**config.mk**
```make
export PLATFORM = sky130hd
export DESIGN_NAME = ppw_queue
export DESIGN_NICKNAME = d
export VERILOG_FILES = /design/src/hdl/ppw_pkg.sv /design/src/hdl/ppw_queue.sv
export SDC_FILE = /design/constraint.sdc
export NUM_CORES = 1
export LEC_CHECK = 0
export BUFFER_PORTS_ARGS = -buffer_cell sky130_fd_sc_hd__buf_2
export CORE_MARGIN = 2
export CORE_UTILIZATION = 59
export CTS_BUF_LIST = sky130_fd_sc_hd__clkbuf_8
export DETAILED_ROUTE_END_ITERATION = 16
export PLACE_DENSITY = 0.86
export SYNTH_ARGS = -nofsm -noshare
export SYNTH_HDL_FRONTEND = slang
export SYNTH_SLANG_ARGS = --single-unit
```
**constraint.sdc**
```tcl
create_clock -name clk -period 23.7 [get_ports clk]
set_input_delay 4.74 -clock clk [delete_from_list [all_inputs] [get_ports clk]]
set_output_delay 4.74 -clock clk [all_outputs]
set_load 0.01 [all_outputs]
```
**src/hdl/ppw_pkg.sv**
```systemverilog
// ppw_pkg: shared types and constants for the projective pixel warp
// no dependencies
package ppw_pkg;
    localparam int COEF_W   = 40;
    localparam int NUM_COEF = 8;
    localparam int IDX_W    = 3;
    localparam int CRD_W    = 12;
    localparam int DIM_W    = 13;
    localparam int PIX_W    = 8;
    localparam int MAX_DIM  = 4096;
    localparam int PROD_W   = COEF_W + CRD_W + 1;   // signed coef * unsigned coord
    localparam int SUM_W    = 54;                   // three-term sums stay below 2^53
    localparam int QUO_W    = 18;                   // quotient bits kept for the range check
    localparam logic signed [COEF_W-1:0] Q_ONE = 40'sd16777216;

    typedef enum logic [IDX_W-1:0] {
        REG_XX = 3'd0, REG_XY = 3'd1, REG_XO = 3'd2,
        REG_YX = 3'd3, REG_YY = 3'd4, REG_YO = 3'd5,
        REG_WX = 3'd6, REG_WY = 3'd7
    } reg_idx_t;

    typedef struct packed {
        logic signed [SUM_W-1:0] xn;
        logic signed [SUM_W-1:0] yn;
        logic signed [SUM_W-1:0] den;
        logic [DIM_W-1:0]        w;
        logic [DIM_W-1:0]        h;
        logic [PIX_W-1:0]        val;
    } job_t;
endpackage

```
**src/hdl/ppw_queue.sv**
```systemverilog
// ppw_queue: two-entry queue between front and back
// depends on ppw_pkg
module ppw_queue (
    input  logic          clk,
    input  logic          rst_n,
    input  logic          wr_valid,
    output logic          wr_stall,
    input  ppw_pkg::job_t wr_job,
    output logic          rd_valid,
    input  logic          rd_stall,
    output ppw_pkg::job_t rd_job
);
    import ppw_pkg::*;

    job_t       mem_reg [2];
    logic       wp_reg, rp_reg;
    logic [1:0] cnt_reg;
    logic       wr, rd;

    assign wr_stall = (cnt_reg == 2'd2);
    assign rd_valid = (cnt_reg != 2'd0);
    assign rd_job   = mem_reg[rp_reg];
    assign wr       = wr_valid && !wr_stall;
    assign rd       = rd_valid && !rd_stall;

    always_ff @(posedge clk or negedge rst_n)
    begin
        if (!rst_n)
        begin
            wp_reg  <= 1'b0;
            rp_reg  <= 1'b0;
            cnt_reg <= 2'd0;
        end
        else
        begin
            if (wr)
                wp_reg <= !wp_reg;
            if (rd)
                rp_reg <= !rp_reg;
            cnt_reg <= cnt_reg + 2'(wr) - 2'(rd);
        end
    end

    always_ff @(posedge clk)
    begin
        if (wr)
            mem_reg[wp_reg] <= wr_job;
    end

    ap_cnt: assert property (@(posedge clk) disable iff (!rst_n) cnt_reg != 2'd3)
        else $error("queue count overflow");
    ap_ptr: assert property (@(posedge clk) disable iff (!rst_n)
        (cnt_reg == 2'd1) |-> (wp_reg != rp_reg))
        else $error("queue pointers out of step");
    ap_empty: assert property (@(posedge clk) disable iff (!rst_n)
        (cnt_reg == 2'd0 || cnt_reg == 2'd2) |-> (wp_reg == rp_reg))
        else $error("queue pointers out of step");
endmodule

```
==> qor.yml, run 1 <==
criticalPathCategory: "flip-flop to output pin"
synth_mux_area_share_pct: 18.1
internal-power_mw: 1.57
synth_compound_area_share_pct: 0
drive_above_1_share_pct: 60.8
cts-buffers-inserted: 60
dp_hpwl_um: 19800
regToRegStartpoint: "cnt_reg[1]$_DFF_PN0_"
holdPathStages: 1
clockPowerShare_pct: 22.6
worst_path_max_delay_cell: "dfrtp_4"
synth-adder-area-share_pct: 0.168
fin_skew_ps: 13.4
num_rows: 58
irDropWorstVdd_mv: 0.0789
cts.path.max_buffers: 3
synth_top_family_by_area: "multiplexers"
reg2reg_to: "mem_reg[0][160]$_DFFE_PP_"
grt_pass1_wl_um: 42200
worst_slew_pin_slew_ps: 1130
finalPower_mw: 2.23
start_util_pct: 59.6
place_congestion: 0.737
dr.pass1.iters: 5
syn_area_per_cell_sq_um: 23.7
worstPathCellList: "buf_4 > mux2_2 > buf_2"
fin_ws_ps: 15590
dieArea_sq_um: 26500
die_h_um: 163
fin_crit_ps: 8110
drt_wl_total_um: 29500
via_count: 7482
drt-vias-per-instance: 5.13
regArea_sq_um: 11900
synth.cell_area_sq_um: 14900
fillers: 1470
synth_top_cell_by_area: "edfxtp_1"
r2r_slack_ps: 21010
synthArstFlopShare_pct: 1.01
slew_viol_final: 0
rr_worst_depth: 5
final.setup.tns_ps: 0
clk_pin_slew_ps: 60
drc: 0
synth_top_area_share_pct: 79.1
hp-class: "flip-flop to flip-flop"
finalCritPeriodShare_pct: 34.2
crit_required_ps: 18960
synthTopCellsByCount: "edfxtp_1, mux2_4, mux2_2, buf_6, buf_2"
htreeDepth: 2
ant_nets: 0
syn_inst: 628
status: "completed"
gr-usage-all-layers_pct: 21.4
multiInputGateArea_sq_um: 2800
critPathMaxFanout: 72
drtIter0Drc: 598
fmax_ghz: 0.123
slowest_delay_ps: 1100
io_buffers: 397
cts_tree: "done"
yosys_warnings: 0
ys_seq_area_share_pct: 79.8
yosys.area_share.simple_pct: 0.219
ctsHoldBuffers: 0
ios: 398
p_per_area_nw_per_um2: 122
antenna_found_initial: 12
hp-start: "cnt_reg[0]$_DFF_PN0_"
rsz0062_at_grt: "false"
hold_end: "cnt_reg[0]$_DFF_PN0_"
end_kind: "output pin"
insertion_delay_ps: 580
hold_viol: 0
synth_seq_cells: 396
cts_setup_buffers: 0
slew_headroom_pct: 24.9
cts.sinks: 396
p_switching_uw: 664
seqPwrFrac_pct: 45.9
ys_types: 16
synth_most_common_cell: "edfxtp_1"
leakage_nw: 7.31
p_comb_share_pct: 31.5
synth_flop_cell: "edfxtp_1"
cap_violations: 0
synth_edf_count: 392
area_delta_synth_final_pct: 22.7
largest_register_ffs: 392
cp-start-kind: "flip-flop"
grt_pass1_vias: 7803
grt_max_degree: 80
cts-resized-gates: 0
nNetsFinal: 1274
place_ws_ps: 16190
die_x_um: 163
wl_per_cell_um: 20.2
syn-num-nets: 830
synth_area_leaders: "edfxtp_1, mux2_4, mux2_2, buf_6, dfrtp_1"
swShare_pct: 29.7
root_buffer: "clkbuf_8"
arrival_ps: 3370
synth-xor-area-share_pct: 0.235
setup_viol: 0
grt-ovfl-total: 0
core_area_sq_um: 25000
==> layer usage <==
layer,up-vias,part of all wire [%],track usage [%]
met5,-,0.19,0
met4,8,3.3,9.53
met3,79,7.9,6.19
met2,335,53,37.6
met1,3645,36,24.3
li1,3415,-,-
==> cell type report <==
cell class / instances / share of cell area, %
clock inverter: 46 / 1.21
inverter: 2 / 0.0411
sequential: 396 / 65.0
tap: 330 / 2.26
clock buffer: 64 / 4.82
antenna: 8 / 0.110
timing repair buffer: 404 / 11.2
multi-input combinational: 208 / 15.3
==> kinds of logic after synthesis <==
logic type    Yosys count
flops                 396
mux                   196
fa+ha+maj               2
simple gates            6
xor+xnor                4
buf+inv                24
==> power groups by stage <==
stage                     Clock (mW)  Combinational (mW)  Sequential [mW]
final                          0.504               0.704             1.03
after global placement             0               0.703             1.03
after CTS                      0.517               0.715             1.03
after detailed placement           0               0.712             1.04
after floorplan                    0               0.506             1.04
after global routing           0.546               0.749             1.04
==> layout by cell type (no fill, tap or decap) <==
| cell type | count |
|---|---|
| buf_2 | 397 |
| inv_6 | 1 |
| and3_4 | 1 |
| nor2b_1 | 1 |
| edfxtp_1 | 392 |
| nand2_1 | 1 |
| bufinv_16 | 1 |
| xor2_1 | 1 |
| dfrtp_1 | 3 |
| nand2b_1 | 1 |
| clkinv_1 | 12 |
| clkbuf_8 | 64 |
| ha_1 | 2 |
| xnor2_1 | 3 |
| nor2_4 | 1 |
| clkinvlp_4 | 1 |
| clkinv_2 | 10 |
| mux2_4 | 130 |
| dfrtp_4 | 1 |
| diode_2 | 8 |
| or2_2 | 1 |
| buf_4 | 7 |
| inv_1 | 23 |
| mux2_2 | 66 |
==> worst max path at each step <==
stage                        from  slack [ps]                      end
3_5_place_dp   rp_reg$_DFFE_PN0P_       16190              rd_job[189]
4_1_cts        rp_reg$_DFFE_PN0P_       15540              rd_job[189]
5_1_grt        rp_reg$_DFFE_PN0P_       15440               rd_job[29]
6_report       rp_reg$_DFFE_PN0P_       15590                rd_job[5]
3_3_place_gp   rp_reg$_DFFE_PN0P_       16190              rd_job[194]
2_1_floorplan            wr_valid        9990  mem_reg[0][0]$_DFFE_PP_
==> metrics by stage <==
step,instance area (sq um),utilization [%],cells,hold WS (ps)
after global routing,18300,73.1,1457,550
final,18300,73.1,1458,527
after CTS,18200,73.1,1450,535
after global placement,17100,68.6,1340,498
after floorplan,14900,-,628,461
after detailed placement,17100,68.6,1340,519
==> critical path, delay by kind of cell (launching register included) <==
family | cells | cell delay (ps)
multiplexers | 1 | 420
flip-flops | 1 | 1100
buffers and inverters | 2 | 1140
Note: power is estimated with default switching activity, not from simulation.
==> run 2: changes to the inputs <==
- CORE_UTILIZATION: 59 -> 49
- PLACE_DENSITY: 0.86 -> 0.76
- clock period: 23.7 -> 7.15 ns (I/O delays scaled with it)
==> run 2 against run 1 <==
- total power rose to 3.3 times the previous value
- routed wire length down 3.4%
- worst hold slack worse by 8.9 ps
- register-to-register slack worse by 16000 ps
- sequential cell count stayed put
- clock skew is 3.9 ps lower
- sequential share of layout area down 0.30 points
- final cell count grew 4.1%
- die area is 20% higher
==> qor.yml, run 2 (synthesis results as in run 1) <==
ctsHoldBuffers: 0  # unchanged
ios: 398  # unchanged
dieArea_sq_um: 31800  # +20%
cap_violations: 0  # unchanged
drive_above_1_share_pct: 60.5  # -0.34 points
nNetsFinal: 1273  # -0.078%
cts-buffers-inserted: 59  # -1.7%
criticalPathCategory: "flip-flop to output pin"
grt_max_degree: 118  # +48%
grt_pass1_vias: 7622  # -2.3%
rr_worst_depth: 3  # -2
cts-resized-gates: 0  # unchanged
p_per_area_nw_per_um2: 400  # +230%
rsz0062_at_grt: "false"
place_congestion: 0.730  # -0.98%
area_delta_synth_final_pct: 23.3
p_comb_share_pct: 32.1  # +0.6 points
fin_crit_ps: 4150
worst_slew_pin_slew_ps: 939  # -187 ps
r2r_slack_ps: 4680  # -16330 ps
fillers: 2148  # +46%
leakage_nw: 7.31  # about the same
core_area_sq_um: 29800  # +19%
final.setup.tns_ps: 0  # unchanged
crit_end: "rd_job[33]"
fmax_ghz: 0.241
arrival_ps: 2720  # -650 ps
clk_pin_slew_ps: 60  # about the same
num_rows: 63  # +8.6%
ant_nets: 0  # unchanged
layout.cells.most_common: "buf_2"
end_kind: "output pin"
wl_per_cell_um: 18.8  # -7.2%
p_switching_mw: 2.16  # +230%
drt_wl_total_um: 28500  # -3.4%
htreeDepth: 2  # unchanged
die_h_um: 178  # +9.5%
cts_tree: "done"
clockPowerShare_pct: 22.4  # -0.2 points
io_buffers: 397  # unchanged
dr.pass1.iters: 6  # +1
setup_viol: 0  # unchanged
status: "completed"
slew_headroom_pct: 37.4  # +12 points
dp_hpwl_um: 19100  # -3.4%
drc: 0  # unchanged
cp-start-kind: "flip-flop"
internal-power_mw: 5.18  # +230%
regToRegStartpoint: "cnt_reg[1]$_DFF_PN0_"
root_buffer: "clkbuf_8"
drt-vias-per-instance: 4.87  # -5.0%
antenna_found_initial: 8  # -4
cts.sinks: 396  # unchanged
insertion_delay_ps: 570  # about the same
gr-usage-all-layers_pct: 16.9  # -4.5 points
hold_viol: 0  # unchanged
irDropWorstVdd_mv: 0.300  # +280%
start_util_pct: 49.9  # -9.7 points
drtIter0Drc: 330  # -45%
crit_required_ps: 5720  # -13240 ps
finalCritPeriodShare_pct: 58.1
critPathMaxFanout: 117  # +63%
finalPower_mw: 7.34  # +230%
seqPwrFrac_pct: 45.5  # -0.4 points
placedInstanceArea_sq_um: 17200  # +0.58%
largest_register_ffs: 392  # unchanged
crit_start: "rp_reg$_DFFE_PN0P_"
die_x_um: 178  # +9.5%
grt-ovfl-total: 0  # unchanged
slew_viol_final: 0  # unchanged
grt_pass1_wl_um: 40500  # -4.0%
via_count: 7398  # -1.1%
cts_setup_buffers: 0  # unchanged
fin_skew_ps: 9.49  # -3.93 ps
final_cell_mix: "buf_2, edfxtp_1, mux2_4"
hp-class: "flip-flop to flip-flop"
cts.path.max_buffers: 3  # unchanged
swShare_pct: 29.4  # -0.32 points
reg2reg_to: "mem_reg[1][122]$_DFFE_PP_"
stdcell_area_sq_um: 18300  # +0.47%
## run 2: how the worst min path moves through the flow
stage / from / slack (ps) / to / cells past startpoint
finish: cnt_reg[0]$_DFF_PN0_ / 520 / cnt_reg[0]$_DFF_PN0_ / 1
global route: cnt_reg[0]$_DFF_PN0_ / 560 / cnt_reg[0]$_DFF_PN0_ / 1
CTS: cnt_reg[0]$_DFF_PN0_ / 520 / cnt_reg[0]$_DFF_PN0_ / 1
floorplan: wp_reg$_DFFE_PN0N_ / 480 / wp_reg$_DFFE_PN0N_ / 1
detailed placement: cnt_reg[0]$_DFF_PN0_ / 510 / cnt_reg[0]$_DFF_PN0_ / 1
global placement: cnt_reg[0]$_DFF_PN0_ / 500 / cnt_reg[0]$_DFF_PN0_ / 1
## run 2: area by class of cell
type,count,area [sq um],share of cell area [%]
multi-input cells,208,2800,15.3
flip-flops and latches,396,11900,64.7
well taps,390,488,2.66
diodes,10,25.0,0.136
inverters,2,7.51,0.0409
repair buffers,404,2060,11.3
clock inverters,45,214,1.17
clock buffers,63,867,4.73
## run 2: stage by stage
stage                     setup WS (ps)  hold WS (ps)  utilization [%]  instances
final                              3000           518             61.6       1518
after global routing               2850           561             61.5       1516
after CTS                          2930           525             61.5       1508
after detailed placement           3580           508             57.8       1400
after global placement             3570           495             57.8       1400
after floorplan                    62.9           479                -        628
## run 2: power groups by stage
stage | combinational [mW] | clock (mW) | sequential [mW]
4_1_cts | 2.40 | 1.70 | 3.35
6_report | 2.36 | 1.64 | 3.34
3_3_place_gp | 2.38 | 0 | 3.36
2_1_floorplan | 1.68 | 0 | 3.41
5_1_grt | 2.52 | 1.79 | 3.39
3_5_place_dp | 2.39 | 0 | 3.40
## run 2: critical path, stage by stage, from the launching register on
cell and delay, ps:
dfrtp_4 780, buf_12 580, mux2_2 410, buf_2 140
## run 2: routing by layer
| layer | track usage, % | vias to the layer above | routed length [um] |
|---|---|---|---|
| met1 | 19.2 | 3623 | 10500 |
| li1 | - | 3407 | - |
| met5 | 0 | - | 0 |
| met2 | 29.8 | 304 | 14900 |
| met3 | 4.50 | 64 | 2170 |
| met4 | 7.76 | 0 | 927 |
==> run 3: changes to the inputs <==
- clock period: 7.15 -> 3.7 ns (I/O delays scaled with it)
==> run 3 against run 2 <==
- clock skew up 2.3 ps
- routed wire length up 2.6%
- setup slack worse by 2500 ps
- worst hold slack worse by 170 ps
- combinational power up 100%
==> qor.yml, run 3 (synthesis results as in run 1) <==
final_cell_mix: "buf_2, edfxtp_1, mux2_4"
arrival_ps: 2480  # -240 ps
end_kind: "output pin"
finalCritPeriodShare_pct: 86.9
nNetsFinal: 1287  # +1.1%
ant_nets: 0  # unchanged
cts_setup_buffers: 0  # unchanged
dr.pass1.iters: 5  # -1
finalPower_mw: 14.4  # +96%
place_ws_ps: 1050  # -2520 ps
crit_end: "rd_job[43]"
multiInputGateArea_sq_um: 2820  # +0.58%
regArea_sq_um: 11900  # unchanged
crit_required_ps: 2960  # -2760 ps
stdcell_area_sq_um: 18600  # +1.2%
insertion_delay_ps: 570  # about the same
worst_slew_pin_slew_ps: 806  # -133 ps
die_x_um: 178  # unchanged
layout.cells.most_common: "buf_2"
cts.sinks: 396  # unchanged
drive_above_1_share_pct: 60.9  # +0.44 points
final-instance-count-excl-fill: 1529  # +0.72%
finalHoldWorstSlack_ps: 352  # -167 ps
grt-ovfl-total: 0  # unchanged
hp-class: "input pin to flip-flop"
hold_viol: 0  # unchanged
grt_pass1_wl_um: 41900  # +3.5%
status: "completed"
drc: 0  # unchanged
drtIter0Drc: 344  # +4.2%
place_congestion: 0.775  # +6.2%
dieArea_sq_um: 31800  # unchanged
setup_viol: 0  # unchanged
slew_headroom_pct: 46.2  # +8.8 points
criticalPathCategory: "flip-flop to output pin"
dp_hpwl_um: 20000  # +4.8%
placedInstanceArea_sq_um: 17400  # +1.2%
die_h_um: 178  # unchanged
cap_violations: 0  # unchanged
cts-buffers-inserted: 61  # +3.4%
fmax_ghz: 0.311
ctsHoldBuffers: 1  # +1
root_buffer: "clkbuf_8"
htreeDepth: 2  # unchanged
drt_wl_total_um: 29200  # +2.6%
drt-vias-per-instance: 4.90  # +0.45%
core_area_sq_um: 29800  # unchanged
dp.cells: 1411  # +0.79%
rsz0062_at_grt: "false"
leakage_nw: 7.38  # +0.98%
rr_worst_depth: 3  # unchanged
fin_crit_ps: 3220
crit_start: "rp_reg$_DFFE_PN0P_"
io_buffers: 397  # unchanged
regToRegStartpoint: "cnt_reg[1]$_DFF_PN0_"
area_delta_synth_final_pct: 24.8
fin_ws_ps: 484  # -2510 ps
cts_tree: "done"
cp-start-kind: "flip-flop"
clk_pin_slew_ps: 60  # about the same
grt_max_degree: 67  # -43%
gr-usage-all-layers_pct: 17.5  # +0.59 points
num_rows: 63  # unchanged
cts-resized-gates: 0  # unchanged
p_per_area_nw_per_um2: 777  # +94%
reg2reg_to: "mem_reg[1][43]$_DFFE_PP_"
via_count: 7485  # +1.2%
critPathMaxFanout: 46  # -61%
fin_skew_ps: 11.8  # +2.28 ps
grt_pass1_vias: 7876  # +3.3%
ios: 398  # unchanged
slew_viol_final: 0  # unchanged
irDropWorstVdd_mv: 0.470  # +57%
cts.path.max_buffers: 3  # unchanged
antenna_found_initial: 11  # +3
start_util_pct: 49.9  # unchanged
fillers: 2147  # -0.047%
r2r_slack_ps: 1580  # -3100 ps
wl_per_cell_um: 19.1  # +1.9%
largest_register_ffs: 392  # unchanged
-- run 3: routing by layer --
metal	wire [um]	GRT usage (%)	share of wire (%)	up-vias
li1	-	-	-	3447
met1	10600	19.3	36	3676
met5	9	0	0.031	-
met4	945	8.43	3.2	2
met3	2370	5.18	8.1	63
met2	15300	30.8	52	297
-- run 3: critical path: stages (launching register included) --
cell and delay (ps):
dfrtp_4 920, buf_4 440, mux2_2 390, buf_2 140
-- run 3: where the power goes --
part / total [mW] / internal (mW) / switching, mW
logic: 4.73 / 2.36 / 2.37
registers: 6.47 / 6.13 / 0.342
clock network: 3.23 / 1.68 / 1.55
-- run 3: worst min-delay path by stage --
stage,start,endpoint,slack (ps),cells after the start
detailed placement,cnt_reg[0]$_DFF_PN0_,cnt_reg[0]$_DFF_PN0_,500,1
finish,wr_job[190],mem_reg[0][190]$_DFFE_PP_,350,1
global placement,cnt_reg[0]$_DFF_PN0_,cnt_reg[0]$_DFF_PN0_,500,1
CTS,wr_job[32],mem_reg[0][32]$_DFFE_PP_,290,1
global route,wr_job[139],mem_reg[0][139]$_DFFE_PP_,310,1
floorplan,rst_n,cnt_reg[0]$_DFF_PN0_,440,0
-- run 3: cell type report --
class                   instances  share of cell area (%)
well taps                     390                    2.63
diodes                         11                   0.148
multi-input cells             208                    15.2
flip-flops and latches        396                    64.0
clock inverters                44                    1.27
repair buffers                416                    12.2
inverters                       2                  0.0404
clock buffers                  62                    4.60
-- run 3: through the flow --
step | TNS, ps | utilization (%)
6_report | 0 | 62.3
3_3_place_gp | 0 | 58.5
4_1_cts | 0 | 62.2
2_1_floorplan | -79680 | -
3_5_place_dp | 0 | 58.5
5_1_grt | 0 | 62.3
